==> config.mk <==
export PLATFORM = sky130hd
export DESIGN_NAME = eight_bit_alu_with_flags
export DESIGN_NICKNAME = d
export VERILOG_FILES = /design/src/design/eba_pkg.sv /design/src/design/eba_core.sv /design/src/design/eight_bit_alu_with_flags.sv
export SDC_FILE = /design/constraint.sdc
export NUM_CORES = 1
export LEC_CHECK = 0
export ABC_AREA = 1
export BUFFER_PORTS_ARGS = -buffer_cell sky130_fd_sc_hd__buf_2
export CORE_MARGIN = 1
export CORE_UTILIZATION = 45
export CTS_BUF_LIST = sky130_fd_sc_hd__clkbuf_2 sky130_fd_sc_hd__clkbuf_4 sky130_fd_sc_hd__clkbuf_8
export CTS_CLUSTER_DIAMETER = 60
export DETAILED_ROUTE_END_ITERATION = 7
export GPL_TIMING_DRIVEN = 0
export PLACE_DENSITY = 0.72
export SLEW_MARGIN = 0
export SYNTH_ARGS = -nofsm -noshare
export SYNTH_HDL_FRONTEND = slang
export SYNTH_SLANG_ARGS = --single-unit
==> constraint.sdc <==
create_clock -name clk -period 3.75 [get_ports clk]
set_clock_uncertainty 0.1 [all_clocks]
set_input_delay 0.75 -clock clk [delete_from_list [all_inputs] [get_ports clk]]
set_output_delay 0.75 -clock clk [all_outputs]
set_load 0.05 [all_outputs]
==> src/design/eba_pkg.sv <==
`timescale 1ns / 1ps

package eba_pkg;

  // Operation codes
  localparam logic [4:0] OP_ADD  = 5'd0;
  localparam logic [4:0] OP_ADC  = 5'd1;
  localparam logic [4:0] OP_SUB  = 5'd2;
  localparam logic [4:0] OP_SBC  = 5'd3;
  localparam logic [4:0] OP_AND  = 5'd4;
  localparam logic [4:0] OP_XOR  = 5'd5;
  localparam logic [4:0] OP_OR   = 5'd6;
  localparam logic [4:0] OP_CP   = 5'd7;
  localparam logic [4:0] OP_RLC  = 5'd8;
  localparam logic [4:0] OP_RRC  = 5'd9;
  localparam logic [4:0] OP_RL   = 5'd10;
  localparam logic [4:0] OP_RR   = 5'd11;
  localparam logic [4:0] OP_SLA  = 5'd12;
  localparam logic [4:0] OP_SRA  = 5'd13;
  localparam logic [4:0] OP_SWAP = 5'd14;
  localparam logic [4:0] OP_SRL  = 5'd15;
  localparam logic [4:0] OP_RLCA = 5'd16;
  localparam logic [4:0] OP_RRCA = 5'd17;
  localparam logic [4:0] OP_RLA  = 5'd18;
  localparam logic [4:0] OP_RRA  = 5'd19;
  localparam logic [4:0] OP_DAA  = 5'd20;
  localparam logic [4:0] OP_CPL  = 5'd21;
  localparam logic [4:0] OP_SCF  = 5'd22;
  localparam logic [4:0] OP_CCF  = 5'd23;
  localparam logic [4:0] OP_ADDW = 5'd24;

  // Shift kinds, taken from the low three bits of a shift or rotate code
  localparam logic [2:0] SH_RLC  = 3'd0;
  localparam logic [2:0] SH_RRC  = 3'd1;
  localparam logic [2:0] SH_RL   = 3'd2;
  localparam logic [2:0] SH_RR   = 3'd3;
  localparam logic [2:0] SH_SLA  = 3'd4;
  localparam logic [2:0] SH_SRA  = 3'd5;
  localparam logic [2:0] SH_SWAP = 3'd6;
  localparam logic [2:0] SH_SRL  = 3'd7;

  // Flag bit positions
  localparam int unsigned FLAG_Z = 3;
  localparam int unsigned FLAG_N = 2;
  localparam int unsigned FLAG_H = 1;
  localparam int unsigned FLAG_C = 0;

  // DAA constants
  localparam logic [7:0] DAA_LO_CORR = 8'h06;
  localparam logic [7:0] DAA_HI_CORR = 8'h60;
  localparam logic [7:0] DAA_HI_LIM  = 8'h99;
  localparam logic [3:0] DAA_LO_LIM  = 4'h9;

  typedef struct packed {
    logic [4:0]  operation;
    logic [7:0]  accumulator;
    logic [7:0]  operand;
    logic [3:0]  flags_in;
    logic [15:0] word_in;
  } eba_item_t;

  typedef struct packed {
    logic [7:0]  byte_result;
    logic [15:0] word_result;
    logic [3:0]  flags_out;
  } eba_result_t;

endpackage

==> src/design/eba_core.sv <==
`timescale 1ns / 1ps

module eba_core import eba_pkg::*; (
  input  eba_item_t   item,
  output eba_result_t result
);

  // Returns {carry, result}
  function automatic logic [8:0] shift_calc(logic [2:0] kind, logic [7:0] x, logic cin);
    logic [8:0] r;
    case (kind)
      SH_RLC:  r = {x[7], x[6:0], x[7]};
      SH_RRC:  r = {x[0], x[0], x[7:1]};
      SH_RL:   r = {x[7], x[6:0], cin};
      SH_RR:   r = {x[0], cin, x[7:1]};
      SH_SLA:  r = {x[7], x[6:0], 1'b0};
      SH_SRA:  r = {x[0], x[7], x[7:1]};
      SH_SWAP: r = {1'b0, x[3:0], x[7:4]};
      default: r = {x[0], 1'b0, x[7:1]};
    endcase
    return r;
  endfunction

  logic [7:0] a;
  logic [7:0] v;
  logic       fz, fn, fh, fc;
  logic       cin_arith;
  logic [8:0] sum9;
  logic [4:0] hsum5;
  logic [8:0] diff9;
  logic [4:0] hdiff5;
  logic [8:0] sh_val;
  logic [8:0] ash_val;
  logic [7:0] daa_corr;
  logic       daa_c;
  logic [7:0] daa_val;
  logic [15:0] word_sum;
  logic [8:0] wlo9;
  logic [4:0] wlo5;

  assign a  = item.accumulator;
  assign v  = item.operand;
  assign fz = item.flags_in[FLAG_Z];
  assign fn = item.flags_in[FLAG_N];
  assign fh = item.flags_in[FLAG_H];
  assign fc = item.flags_in[FLAG_C];

  // Carry-in only for ADC and SBC
  assign cin_arith = ((item.operation == OP_ADC) || (item.operation == OP_SBC)) & fc;

  assign sum9   = {1'b0, a} + {1'b0, v} + {8'd0, cin_arith};
  assign hsum5  = {1'b0, a[3:0]} + {1'b0, v[3:0]} + {4'd0, cin_arith};
  assign diff9  = {1'b0, a} - {1'b0, v} - {8'd0, cin_arith};
  assign hdiff5 = {1'b0, a[3:0]} - {1'b0, v[3:0]} - {4'd0, cin_arith};

  assign sh_val  = shift_calc(item.operation[2:0], v, fc);
  assign ash_val = shift_calc(item.operation[2:0], a, fc);

  always_comb begin
    daa_corr = 8'd0;
    daa_c    = fc;
    if (fh || (!fn && (a[3:0] > DAA_LO_LIM))) begin
      daa_corr = daa_corr | DAA_LO_CORR;
    end
    if (fc || (!fn && (a > DAA_HI_LIM))) begin
      daa_corr = daa_corr | DAA_HI_CORR;
      daa_c    = 1'b1;
    end
  end

  assign daa_val = fn ? (a - daa_corr) : (a + daa_corr);

  assign word_sum = item.word_in + {{8{v[7]}}, v};
  assign wlo9     = {1'b0, item.word_in[7:0]} + {1'b0, v};
  assign wlo5     = {1'b0, item.word_in[3:0]} + {1'b0, v[3:0]};

  always_comb begin
    result.byte_result = a;
    result.word_result = 16'd0;
    result.flags_out   = item.flags_in;
    unique case (item.operation) inside
      OP_ADD, OP_ADC: begin
        result.byte_result = sum9[7:0];
        result.flags_out   = {sum9[7:0] == 8'd0, 1'b0, hsum5[4], sum9[8]};
      end
      OP_SUB, OP_SBC: begin
        result.byte_result = diff9[7:0];
        result.flags_out   = {diff9[7:0] == 8'd0, 1'b1, hdiff5[4], diff9[8]};
      end
      OP_CP: begin
        // compare: flags only, accumulator unchanged
        result.flags_out = {diff9[7:0] == 8'd0, 1'b1, hdiff5[4], diff9[8]};
      end
      OP_AND: begin
        result.byte_result = a & v;
        result.flags_out   = {(a & v) == 8'd0, 1'b0, 1'b1, 1'b0};
      end
      OP_XOR: begin
        result.byte_result = a ^ v;
        result.flags_out   = {(a ^ v) == 8'd0, 3'b000};
      end
      OP_OR: begin
        result.byte_result = a | v;
        result.flags_out   = {(a | v) == 8'd0, 3'b000};
      end
      [OP_RLC:OP_SRL]: begin
        result.byte_result = sh_val[7:0];
        result.flags_out   = {sh_val[7:0] == 8'd0, 2'b00, sh_val[8]};
      end
      [OP_RLCA:OP_RRA]: begin
        // accumulator rotates always clear Z
        result.byte_result = ash_val[7:0];
        result.flags_out   = {3'b000, ash_val[8]};
      end
      OP_DAA: begin
        result.byte_result = daa_val;
        result.flags_out   = {daa_val == 8'd0, fn, 1'b0, daa_c};
      end
      OP_CPL: begin
        result.byte_result = ~a;
        result.flags_out   = {fz, 1'b1, 1'b1, fc};
      end
      OP_SCF: begin
        result.flags_out = {fz, 2'b00, 1'b1};
      end
      OP_CCF: begin
        result.flags_out = {fz, 2'b00, ~fc};
      end
      OP_ADDW: begin
        result.word_result = word_sum;
        result.flags_out   = {2'b00, wlo5[4], wlo9[8]};
      end
      default: begin
        // unused codes pass the accumulator and flags through
      end
    endcase
  end

endmodule

==> src/design/eight_bit_alu_with_flags.sv <==
`timescale 1ns / 1ps
// Each input beat passes an input register and then a result register to become a result beat.
// Throughput: one beat per cycle unless the output stalls; the ALU is one pass of 8- and
// 16-bit logic between the two registers, and the result register frees as its beat is taken.
// Reset: synchronous, active high; clears both valid flags, payload registers keep data.
module eight_bit_alu_with_flags import eba_pkg::*; (
  input  logic        clk,
  input  logic        rst,
  input  logic        in_valid,
  output logic        in_ready,
  input  logic [4:0]  operation,
  input  logic [7:0]  accumulator,
  input  logic [7:0]  operand,
  input  logic [3:0]  flags_in,
  input  logic [15:0] word_in,
  output logic        out_valid,
  input  logic        out_ready,
  output logic [7:0]  byte_result,
  output logic [15:0] word_result,
  output logic [3:0]  flags_out
);

  logic        s1_valid;
  eba_item_t   s1_item;
  eba_result_t core_result;
  eba_result_t out_result;
  logic        out_free;
  logic        s1_free;

  // Result register takes a new beat when empty or being drained
  assign out_free = !out_valid || out_ready;
  assign s1_free  = !s1_valid || out_free;
  assign in_ready = s1_free;

  always_ff @(posedge clk) begin
    if (rst) begin
      s1_valid <= 1'b0;
    end else if (s1_free) begin
      s1_valid <= in_valid;
    end
  end

  always_ff @(posedge clk) begin
    if (s1_free && in_valid) begin
      s1_item <= '{operation, accumulator, operand, flags_in, word_in};
    end
  end

  eba_core u_core (
    .item   (s1_item),
    .result (core_result)
  );

  always_ff @(posedge clk) begin
    if (rst) begin
      out_valid <= 1'b0;
    end else if (out_free) begin
      out_valid <= s1_valid;
    end
  end

  always_ff @(posedge clk) begin
    if (out_free && s1_valid) begin
      out_result <= core_result;
    end
  end

  assign byte_result = out_result.byte_result;
  assign word_result = out_result.word_result;
  assign flags_out   = out_result.flags_out;

  // Reset empties the pipeline
  a_reset_empty: assert property (@(posedge clk) rst |=> !s1_valid && !out_valid)
    else $error("pipeline not empty after reset");

  // A stalled stage-one beat must be held
  a_s1_hold: assert property (@(posedge clk) disable iff (rst)
    (s1_valid && !out_free) |=> (s1_valid && $stable(s1_item)))
    else $error("stage-one beat dropped under stall");

  // An empty stage one always takes a beat
  a_ready_empty: assert property (@(posedge clk) disable iff (rst)
    !s1_valid |-> in_ready)
    else $error("input stalled with empty pipeline");

  // A beat in stage one moves to the output when the output is free
  a_advance: assert property (@(posedge clk) disable iff (rst)
    (s1_valid && out_free) |=> out_valid)
    else $error("stage-one beat lost on advance");

endmodule

==> flow_summary.toml, run 1 <==
[status]
status = "completed"

[logic_synthesis]
synth_area_leader_cell = "edfxtp_1"
ys_top_cells_by_count = "nand2_1, inv_1, nor2_1, edfxtp_1, nand3_1"
ys_top_cells_by_area = "edfxtp_1, nand2_1, ha_1"
synthFlopType = "edfxtp_1"
ys_seq_elements = 71
yosysMostFrequentCell = "nand2_1"
ys_seq_area_share_pct = 35.89
yosys.area.top_type_share_pct = 35.21
ys_warn_count = 0
syn_area_um2 = 5884
async_flop_share_pct = 0
synthesis.nets = 872
synth_area_per_cell_um2 = 7.642
synth_cells = 770
ys_types = 44
synth_edf_count = 69

[floorplan]
top_level_ports = 75
die_y_um = 116.4
core_um2 = 12670
fp.dieW_um = 116.4
floorplan.initialDensity_pct = 46.44
die_area_um2 = 13540
rows = 41

[detailed_routing]
drt_iter0_drc = 584
drc = 0
final_antenna_net_count = 0
viasPerCell = 5.492
routed_wl_mm = 16.92
via_count = 5673
dr.pass1.iters = 5
wl_per_cell_um = 16.38

[timing]
period_share_pct = 91.89
setup_viol = 0
slew_headroom_pct = 43.17
tightest_slew_ps = 851.3
fmax_ghz = 0.2902
report.final.slew_viol_count = 0
rsz0062_at_grt = "no"
fin_crit_ps = 3446
hold_viol_final = 0

[clock_network]
holdBufCountCts = 0
cts_root_buffer = "clkbuf_8"
cts_made_buffers = 9
htree_levels = 3
cts_tree = "built"
clk_pin_slew_worst_paths_ps = 70
cts_buffer_depth = 2
cts.sinks = 71
clock_latency_ps = 360

[placement]
placed_cell_area_um2 = 6509
gp_routability_congestion = 0.9975
io_buffers = 74
numPlacedInstances = 1017
dpl.hpwl_mm = 13.16

[cells_and_area]
nets = 958
areaGrowthSynthToFinish_pct = 13.84
finalInstanceArea_um2 = 6699
drive_gt1_share_pct = 14.98
antenna_cells = 0
instances_no_fill = 1033

[critical_path]
path_cells = "inv_1 -> a21oi_1 -> nand2_1 -> nand3_1 -> nand3_1 -> nand2_1 -> inv_1 -> ha_1 -> nand2_1 -> nand2_1 -> ha_1 -> nand2_1 -> inv_1 -> o21ai_0 -> nand3_1 -> nand2_1 -> nand2_1 -> o21ai_0 -> nor2_1 -> nand4_1"
worstRegToRegCells = 20
worst-path-buf-inv = 3
path_common_cell = "nand2_1"
cp_slowest_cell = "edfxtp_1"
crit_arrival_ps = 3440
critical_path_class = "register to register"
cp_max_fo = 8
cp_slowest_stage_delay_ps = 580
worstPathRequired_ps = 3740
worst-path-stages = 20
cp_top_family = "simple AND/OR/NAND/NOR gates"
crit_path_start_kind = "register"
end_kind = "register"

[global_routing]
antenna_found_initial = 0
overflow = 0
grt_start_max_net_pins = 42
grt_usage_pct = 26.97
grt_pass1_vias = 5290
grt_pass1_wl_mm = 27.14

[hold_path]
hold_path.class = "register to register"
holdPathStages = 2

[pwr]
power_density_nw_per_um2 = 332.0
p_leak_uw = 0.003230
ir_drop_v = 0.0002409

[run]
max-cap-violations = 0
==> flip-flops by register name, summed over array words and instances, names as in the netlist <==
name / flops
byte_result: 8
flags_out: 4
out_valid: 1
s1_item: 41
s1_valid: 1
word_result: 16
==> repair_timing <==
| action | in CTS | in global routing |
|---|---|---|
| buffers inserted | 0 | 0 |
| endpoints found under the setup margin | 0 | 2 |
| gates resized for setup | 0 | 1 |
==> final cells by class <==
| cell class | count | area, µm² |
|---|---|---|
| buffer | 9 | 50.05 |
| clock buffer | 14 | 173.9 |
| clock inverter | 2 | 16.27 |
| fill | 1235 | 5972 |
| inverter | 111 | 416.7 |
| multi-input combinational | 579 | 3317 |
| sequential | 71 | 2112 |
| tap | 172 | 215.2 |
| timing repair buffer | 75 | 397.9 |
==> stage by stage <==
| step | utilization (%) | setup slack (ps) | hold WS [ps] | TNS, ps | power (µW) |
|---|---|---|---|---|---|
| floorplan | - | 917.9 | 344.8 | 0 | 1462 |
| global placement | 51.06 | -99.14 | 360.7 | -2733 | 1645 |
| detailed placement | 51.37 | 258.8 | 422.8 | 0 | 1650 |
| CTS | 52.87 | 248.4 | 432.9 | 0 | 2229 |
| global route | 52.87 | 9.741 | 441.1 | 0 | 2360 |
| finish | 52.87 | 304.2 | 440.9 | 0 | 2224 |
==> cells in the final DEF (no fill, tap or decap), types with 2 or more instances in the layout <==
cell       synthesis  routed
nand2_1          192     192
dfxtp_1            2       2
nand3_1           69      69
o21ai_0           30      29
clkbuf_4           0       3
xor2_1             6       6
o2111ai_1          5       5
inv_1            103     102
xnor2_1            2       2
buf_2              7      81
o221ai_1           3       3
nor2_1            73      73
o21a_1             5       5
nand3b_1           5       5
nor2_4             4       4
fa_1               5       5
ha_1              52      52
o22ai_1           16      16
inv_2              7       8
nor2_2             3       3
a31oi_1            2       2
nand2_2            4       4
nand2_4            3       3
nor3_1            12      12
a21oi_1           41      40
buf_4              2       2
edfxtp_1          69      69
nand4_1           29      29
o31ai_1            3       3
clkbuf_8           0      11
==> routing by layer <==
metal  GRT usage [%]  vias to the layer above  share of wire, %
li1                -                     2799                 -
met1           36.10                     2549                43
met2           42.09                      289                44
met3           4.774                       36               8.9
met4           13.25                        0               3.8
met5               0                        -                 0
==> report_power, final <==
group          internal, µW  total, µW  switching [µW]
logic                   221        683             462
clock network           300        575             275
registers               924        967            43.4
total                  1440       2220             780
==> logic make-up after synthesis <==
group | after synthesis | synth area share (%)
AOI/OAI and AO/OA | 111 | 11.06
buffers and inverters | 120 | 7.931
xor gates and xnor gates | 8 | 1.191
DFF | 71 | 35.89
and+or+nand+nor | 403 | 31.17
adders and majority gates | 57 | 12.76
==> worst reg2reg max path, cell delays in order, from the launching register on <==
cell      delay (ps)
edfxtp_1         580
inv_1            280
a21oi_1          290
nand2_1           80
nand3_1           70
nand3_1           70
nand2_1           80
inv_1             70
ha_1             280
nand2_1           60
nand2_1           60
ha_1             350
nand2_1           70
inv_1             60
o21ai_0          110
nand3_1          100
nand2_1           50
nand2_1          100
o21ai_0           80
nor2_1           110
nand4_1          110
==> path summary, 6_finish.rpt <==
path | start | slack (ps) | end
max | s1_item[29]$_DFFE_PP_ | 300 | byte_result[6]$_DFFE_PP_
min | s1_valid$_SDFFE_PP0N_ | 440 | s1_valid$_SDFFE_PP0N_
max reg2reg | s1_item[29]$_DFFE_PP_ | 300 | byte_result[6]$_DFFE_PP_
min reg2reg | s1_valid$_SDFFE_PP0N_ | 440 | s1_valid$_SDFFE_PP0N_
No activity file was read; power rests on OpenSTA's default activity.
==> inputs of run 2 (changes only) <==
Settings changed: PLACE_DENSITY 0.72 to 0.63, SETUP_SLACK_MARGIN from default to 0.1.
==> run 2 against run 1 <==
- global-route usage up 1.3 points
- critical endpoint unchanged
- largest cell class unchanged
- highest routed layer unchanged
- largest power group unchanged
- worst hold slack worse by 13 ps
- first-iteration DRC count down 18%
==> flow_summary.toml, run 2 (synthesis results as in run 1) <==
[critical_path]
end_kind = "register"
critical_path_class = "register to register"
path_common_cell = "nand2_1"
rr_endpoint = "byte_result[6]$_DFFE_PP_"
crit_arrival_ps = 3360
worst-path-buf-inv = 3
worstPathRequired_ps = 3710
cp_slowest_cell = "edfxtp_1"
cp_top_family = "simple AND/OR/NAND/NOR gates"
reg2reg_setup_slack_ps = 350
path_cells = "inv_1 -> a21oi_1 -> nand2_1 -> nand3_1 -> nand3_1 -> nand2_1 -> inv_1 -> ha_1 -> nand2_1 -> nand2_1 -> ha_1 -> nand2_1 -> inv_1 -> o21ai_0 -> nand3_1 -> nand2_1 -> nand2_1 -> o21ai_0 -> nor2_1 -> nand4_1"
cp_slowest_stage_delay_ps = 490
worstRegToRegCells = 20
reg2reg_from = "s1_item[30]$_DFFE_PP_"
crit_path_start_kind = "register"
cp_max_fo = 6

[timing]
fmax_ghz = 0.2942
report.final.slew_viol_count = 0
hold_viol_final = 0
finalSetupTns_ps = 0
whs_ps = 428.3
fin_crit_ps = 3399
slew_headroom_pct = 43.09
rsz0062_at_grt = "no"
period_share_pct = 90.65
setup_viol = 0
tightest_slew_ps = 852.5

[detailed_routing]
wl_per_cell_um = 17.56
dr.pass1.iters = 6
final_antenna_net_count = 0
viasPerCell = 5.572
drc = 0
drt_iter0_drc = 477
routed_wl_mm = 18.16
via_count = 5761

[floorplan]
floorplan.initialDensity_pct = 46.44
die_area_um2 = 13540
top_level_ports = 75
rows = 41
fp.dieW_um = 116.4
die_y_um = 116.4
core_um2 = 12670

[cells_and_area]
n_fill_cell = 1254
nets = 959
finalInstanceArea_um2 = 6696
drive_gt1_share_pct = 15.20
antenna_cells = 0
final_cell_mix = "nand2_1, inv_1, buf_2, nor2_1"
regMostFlops = "s1_item"
areaGrowthSynthToFinish_pct = 13.80
largest_register_ffs = 41
mostFrequentLayoutCell = "nand2_1"

[run]
max-cap-violations = 0

[clock_network]
holdBufCountCts = 0
clk_pin_slew_worst_paths_ps = 80
cts_made_buffers = 9
clock_latency_ps = 370
cts_root_buffer = "clkbuf_8"
cts_buffer_depth = 2
cts_tree = "built"
htree_levels = 3
cts.sinks = 71

[global_routing]
grt_pass1_vias = 5275
overflow = 0
grt_usage_pct = 28.24
antenna_found_initial = 0
grt_start_max_net_pins = 42
grt_pass1_wl_mm = 28.00

[placement]
placed_cell_area_um2 = 6501
io_buffers = 74
dpl.hpwl_mm = 14.56
gp_routability_congestion = 1.007

[hold_path]
hold_path.class = "register to register"
hold_end = "out_valid$_SDFFE_PP0P_"
min_from = "out_valid$_SDFFE_PP0P_"
holdPathStages = 2

[pwr]
power_density_nw_per_um2 = 332.4
ir_drop_v = 0.0002129
power_uw = 2226
p_leak_uw = 0.003220

[status]
status = "completed"
==> run 2: cell count changes in the layout (fill, tap and decap cells not counted) <==
| cell | change |
|---|---|
| inv_6 | +1 |
| clkinvlp_4 | +2 |
| nor3_1 | -1 |
| clkbuf_8 | -1 |
| buf_12 | +1 |
| buf_16 | -1 |
| clkinv_2 | +1 |
| buf_4 | +1 |
| clkbuf_4 | -3 |
| nor3_2 | +1 |
==> run 2: cell type report <==
class	instances	area (µm²)	share of cell area (%)
multi-input cells	579	3322	49.61
flip-flops and latches	71	2112	31.54
inverters	111	416.7	6.222
clock inverters	6	45.04	0.6726
repair buffers	76	397.9	5.942
well taps	172	215.2	3.214
plain buffers	9	50.05	0.7474
clock buffers	10	137.6	2.055
==> run 2: stage by stage <==
step           util (%)  cells  setup WS, ps
6_report          52.85   1034         350.6
5_1_grt           52.85   1034         116.5
4_1_cts           52.81   1034         340.3
3_5_place_dp      51.31   1017         116.6
3_3_place_gp      51.06   1016        -11.06
2_1_floorplan         -    770         917.9
==> run 2: what timing repair did <==
action,in CTS,in global routing
resized for setup,0,2
buffers inserted,1,0
cloned,0,0
setup endpoints to repair,1,3
endpoints found under the hold margin,0,0
==> run 2: power by group <==
part | internal, µW | switching (µW)
Sequential | 923 | 43.8
Combinational | 222 | 475
Clock | 259 | 303
==> run 2: worst max-delay path by stage <==
| stage | from | end | slack [ps] | cells past startpoint |
|---|---|---|---|---|
| final | s1_item[30]$_DFFE_PP_ | byte_result[6]$_DFFE_PP_ | 350 | 20 |
| after global routing | s1_item[31]$_DFFE_PP_ | byte_result[6]$_DFFE_PP_ | 120 | 20 |
| after CTS | s1_item[39]$_DFFE_PP_ | byte_result[7]$_DFFE_PP_ | 340 | 14 |
| after detailed placement | s1_item[29]$_DFFE_PP_ | byte_result[6]$_DFFE_PP_ | 120 | 17 |
| after global placement | out_ready | byte_result[5]$_DFFE_PP_ | -10 | 3 |
| after floorplan | s1_item[29]$_DFFE_PP_ | byte_result[7]$_DFFE_PP_ | 920 | 16 |
==> run 2: layer usage <==
layer  up-vias  GRT usage, %  routed length, µm
met1      2623         38.16               8154
met5         -             0                  0
met4         0         9.060                456
li1       2809             -                  -
met3        36         6.746               1419
met2       293         44.50               8126
==> run 2: worst register-to-register path: cells and delay by family, from the launching register on <==
| kind | cells | cell delay, ps |
|---|---|---|
| simple gates | 12 | 1070 |
| compound gates | 3 | 450 |
| flops | 1 | 490 |
| fa+ha+maj | 2 | 660 |
| buf+inv | 3 | 330 |
